File: src/rtl/rlp_pkg.sv
// Package with shared constants and types for the replay ledger probe.
`default_nettype none
package rlp_pkg;
    localparam int SLOT_COUNT_DEF   = 256;
    localparam int PROBE_LENGTH_DEF = 8;
    localparam logic [63:0] HASH_MULT = 64'h9E3779B97F4A7C15;
    localparam logic [7:0]  WINDOW_RESET = 8'd2;
    localparam int SUBJ_W  = 64;
    localparam int SEQ_W   = 64;
    localparam int EPOCH_W = 32;
    localparam int CNT_W   = 32;

    typedef struct packed {
        logic [SUBJ_W-1:0]  subj;
        logic [SEQ_W-1:0]   seq;
        logic [EPOCH_W-1:0] epoch;
    } t_entry;
endpackage
`default_nettype wire

File: src/rtl/rlp_hash.sv
// Iterative 64-bit multiply-add hash, 16 bits of the multiplier per cycle.
`default_nettype none
module rlp_hash (
    input  wire logic        i_clk,
    input  wire logic        i_rst_n,
    input  wire logic        i_start,
    input  wire logic [63:0] i_subject,
    input  wire logic [63:0] i_seq,
    output logic             o_done,
    output logic [63:0]      o_hash
);
    logic [63:0] r_acc, n_acc;
    logic [63:0] r_a, n_a;
    logic [2:0]  r_step, n_step;
    logic        r_busy, n_busy;
    logic [63:0] w_prod;

    // 64 x 16 partial product of the subject with one chunk of the constant.
    assign w_prod = r_a * {48'd0, rlp_pkg::HASH_MULT[16*r_step[1:0] +: 16]};

    always_comb begin
        n_acc  = r_acc;
        n_a    = r_a;
        n_step = r_step;
        n_busy = r_busy;
        o_done = 1'b0;
        if (i_start) begin
            n_acc  = i_seq;
            n_a    = i_subject;
            n_step = 3'd0;
            n_busy = 1'b1;
        end else if (r_busy) begin
            n_acc  = r_acc + w_prod;
            n_a    = {r_a[47:0], 16'd0};
            n_step = r_step + 3'd1;
            if (r_step == 3'd3) begin
                n_busy = 1'b0;
                o_done = 1'b1;
            end
        end
    end

    assign o_hash = n_acc;

    always_ff @(posedge i_clk) begin
        r_acc  <= n_acc;
        r_a    <= n_a;
        r_step <= n_step;
        if (!i_rst_n) r_busy <= 1'b0;
        else          r_busy <= n_busy;
    end
endmodule
`default_nettype wire

File: config.mk
export PLATFORM = sky130hd
export DESIGN_NAME = rlp_hash
export DESIGN_NICKNAME = d
export VERILOG_FILES = /design/src/rtl/rlp_pkg.sv /design/src/rtl/rlp_hash.sv
export SDC_FILE = /design/constraint.sdc
export NUM_CORES = 2
export LEC_CHECK = 0
export BUFFER_PORTS_ARGS = -buffer_cell sky130_fd_sc_hd__buf_2
export CORE_ASPECT_RATIO = 1.1
export CORE_MARGIN = 8
export CORE_UTILIZATION = 50
export CTS_CLUSTER_SIZE = 24
export DETAILED_ROUTE_END_ITERATION = 6
export PLACE_DENSITY_LB_ADDON = 0.05
export SYNTH_ARGS = -nofsm -noshare
export SYNTH_HDL_FRONTEND = slang
export SYNTH_SLANG_ARGS = --single-unit
File: constraint.sdc
create_clock -name i_clk -period 9.3 [get_ports i_clk]
set_clock_uncertainty 0.2 [all_clocks]
set_input_delay 1.395 -clock i_clk [delete_from_list [all_inputs] [get_ports i_clk]]
set_output_delay 1.395 -clock i_clk [all_outputs]
set_load 0.03 [all_outputs]
==> impl_summary.log <==
[metrics] top achievable clock speed: approximately 0.11 GHz
[metrics] HPWL after detailed placement: 92.1 mm
[metrics] Commonest cells post-synth: 1212 x sky130_fd_sc_hd__inv_1, 802 x sky130_fd_sc_hd__fa_1, 324 x sky130_fd_sc_hd__nand2_1, 171 x sky130_fd_sc_hd__nor2_1, 142 x sky130_fd_sc_hd__and2_1
[metrics] worst stage delay on the critical path: approximately 580 ps
[metrics] net count of the mapped netlist: 4843
[metrics] horizontal extent of the die: ~260 um
[metrics] worst path bufs/invs: 12
[metrics] setup repair after global routing missed its margin: yes
[metrics] number of antenna violations at the first check in global routing: 4
[metrics] share of final-layout standard cells stronger than drive strength 1: roughly 17%
[metrics] Post-synth EDFFs: 64
[metrics] Congestion Overflow GR: 0
[metrics] average instance area after synthesis: about 8.9 um2
[metrics] startpoint types: register
[metrics] via count of the first global-routing pass: between 20000 and 30000
[metrics] final hold slack: just over 300 ps
[metrics] required time worst endpoint: 7710 ps
[metrics] footprint of the flip-flops and latches: 3290 um2
[metrics] Clock Latency Late Sink: about 510 ps
[metrics] register bit count reported by yosys: around 130
[metrics] number of nets in the layout: a little over 5000
[metrics] violations in the final reports: setup timing
[metrics] post-layout minimum cycle time: around 9400 ps
[metrics] Sink Count: around 130
[metrics] number of hold-slack violations in the final timing report: 0
[metrics] Most common cell on crit path: sky130_fd_sc_hd__fa_1
[metrics] Relative slew margins: 32.9%
[metrics] post-detailed-placement cell area: roughly 37000 um2
[metrics] worst min path class: register to register
[metrics] endpoint kind of the worst setup timing path: primary output
[metrics] Setup TNS: -109 ps
[metrics] sequential fraction of the synthesis area: roughly a tenth
[metrics] overall fraction of global-route tracks in use: between 20 and 30%
[metrics] cell taking the most area after synthesis: sky130_fd_sc_hd__fa_1
[metrics] number of vias in the routed layout: 25500
[metrics] clock root buffer: sky130_fd_sc_hd__clkbuf_16
[metrics] post-layout worst setup margin: -109 ps
[metrics] setup violation total in the final timing report: 1
[metrics] category of the critical setup timing path: register to primary output
[metrics] max_cap viols: 0
[metrics] critical-path cell with the highest stage delay: sky130_fd_sc_hd__fa_2
[metrics] maximum buffer depth of the clock tree: 2
[metrics] per-cell routed wire length: 21.9 um
[metrics] synthesis warning total: 0
[metrics] initial cell density of the core: 50.2%
[metrics] total area of multi-input combinational cells: ~27000 um2
[metrics] drt via density: 5.12
[metrics] worst setup slack after placement: -228 ps
[metrics] arrival time of data at the critical path endpoint: just under 8000 ps
[metrics] gp weighted congestion: ~0.98
[metrics] most used flip-flop cell after synthesis: sky130_fd_sc_hd__dfxtp_1
[metrics] number of filler instances in the final layout: between 6000 and 7000
[metrics] family of cells with the greatest summed delay on the critical path: adder cells
[metrics] finished layout cell area: just under 40000 um2
[metrics] Area contributors post-synth: sky130_fd_sc_hd__fa_1 48%, sky130_fd_sc_hd__inv_1 13%, sky130_fd_sc_hd__edfxtp_1 5.7%, sky130_fd_sc_hd__ha_1 4.1%, sky130_fd_sc_hd__dfxtp_1 4.0%
[metrics] clock tree from TritonCTS: done
[metrics] run status: finished with violations
[metrics] TritonCTS Buffers: 17
[metrics] area enclosed by the die boundary: around 76000 um2
[metrics] Mapped Cells: 3800
[metrics] share of async-settable or async-resettable flops after synthesis: 0%
[metrics] share of Yosys cell area claimed by the top area cell type: a little under half
[metrics] number of cell rows: 100
[metrics] Pre-antenna DRT Iters: 5
[metrics] Remaining DRCs: 0
[metrics] Post-Route WL: 109 mm
[metrics] Hold-fix buffers, CTS: 0
[metrics] dominant cell by count in the synthesized netlist: sky130_fd_sc_hd__inv_1
[metrics] global-route wire length before repair: roughly 170 mm
[metrics] Worst-Margin Slew: around 1000 ps
[metrics] number of nets with antenna violations after detailed routing: 0
[metrics] Cell variety after synth: 73
[metrics] area growth from synthesis to layout: 16.3%
[metrics] core region area: roughly 67000 um2
[metrics] number of pins exceeding their max-slew limit in the final report: 0
[metrics] Worst-path clk slew: 70 ps
[metrics] post-synth design cell area: around 34000 um2
[metrics] worst-path fanout max: 7
[metrics] number of DRC markers after the initial detailed-route iteration: around 1700
[metrics] count of buffers inserted at the top-level ports: just under 200
[metrics] share of the clock period used by the worst path: 101%
[metrics] pin count of the biggest net entering global routing: slightly below 100
[metrics] H-Tree Depth: 4
[metrics] top-level port count: between 150 and 200
[metrics] die height: ~290 um
==> cells by family (layout without fill, tap and decap cells) <==
| logic type | count (synthesis) | count (layout) | share of synthesized area, % |
|---|---|---|---|
| AOI/OAI and AO/OA | 350 | 350 | 6.68 |
| DFF | 132 | 132 | 9.72 |
| muxes | 42 | 42 | 1.30 |
| other | 0 | 1 | 0 |
| and+or+nand+nor | 891 | 891 | 12.7 |
| adders and majority gates | 921 | 921 | 51.9 |
| xor gates and xnor gates | 95 | 95 | 2.46 |
| buffers and inverters | 1369 | 1677 | 15.2 |
==> registers in the layout (all words and copies together) (netlist names) <==
register and count:
r_a 64, r_acc 64, r_busy 1, r_step 3
==> final cells by class <==
cell class,count,area share [%]
diodes,1,0.00637
clock inverters,14,0.452
well taps,867,2.76
repair buffers,432,8.03
multi-input cells,2299,67.7
flip-flops and latches,132,8.38
clock buffers,18,1.09
inverters,1213,11.6
==> metrics by stage <==
step           utilization (%)  cells
2_1_floorplan                -   3800
3_3_place_gp              54.7   4892
3_5_place_dp              54.7   4892
4_1_cts                   57.2   4951
5_1_grt                   58.4   4975
6_report                  58.4   4976
==> worst min-delay path, delay by kind of cell (launching register included) <==
family | cells | cell delay [ps]
compound gates | 1 | 50
flops | 1 | 310
simple gates | 1 | 100
==> metal layers <==
| metal | vias to the layer above | routed length [um] | track usage (%) |
|---|---|---|---|
| li1 | 11500 | - | - |
| met1 | 13000 | 46000 | 39.2 |
| met2 | 811 | 53100 | 50.0 |
| met3 | 145 | 6390 | 4.61 |
| met4 | 0 | 3300 | 9.01 |
| met5 | - | 0 | 0 |
==> timing repair <==
action,CTS,global route
gates cloned,1,2
setup buffers,27,25
pin swaps,60,55
gates resized for setup,174,155
endpoints found under the setup margin,38,29
==> final timing paths <==
check / start / end / slack (ps) / cells past startpoint
min reg2reg: r_step[2]$_SDFFE_PP0P_ / r_step[2]$_SDFFE_PP0P_ / 310 / 2
max reg2reg: r_step[0]$_SDFFE_PP0P_ / r_acc[56]$_DFF_P_ / 1780 / 31
max: r_step[0]$_SDFFE_PP0P_ / o_hash[56] / -110 / 31
min: r_step[2]$_SDFFE_PP0P_ / r_step[2]$_SDFFE_PP0P_ / 310 / 2
==> placed cells by master, fill, tap and decap left out, types with 38 or more instances in the layout <==
cell type	netlist	final
sky130_fd_sc_hd__a21o_1	41	40
sky130_fd_sc_hd__a21oi_1	89	67
sky130_fd_sc_hd__and2_1	142	139
sky130_fd_sc_hd__buf_2	10	172
sky130_fd_sc_hd__buf_4	0	213
sky130_fd_sc_hd__dfxtp_1	68	65
sky130_fd_sc_hd__edfxtp_1	64	64
sky130_fd_sc_hd__fa_1	802	784
sky130_fd_sc_hd__ha_1	110	77
sky130_fd_sc_hd__inv_1	1212	1198
sky130_fd_sc_hd__nand2_1	324	319
sky130_fd_sc_hd__nand2b_1	119	110
sky130_fd_sc_hd__nor2_1	171	142
sky130_fd_sc_hd__nor2b_1	43	38
sky130_fd_sc_hd__o21ai_0	106	92
sky130_fd_sc_hd__xnor2_1	76	75
Power is not shown: default switching activity piles up to over one toggle a cycle in this logic, so the estimate is an artifact.
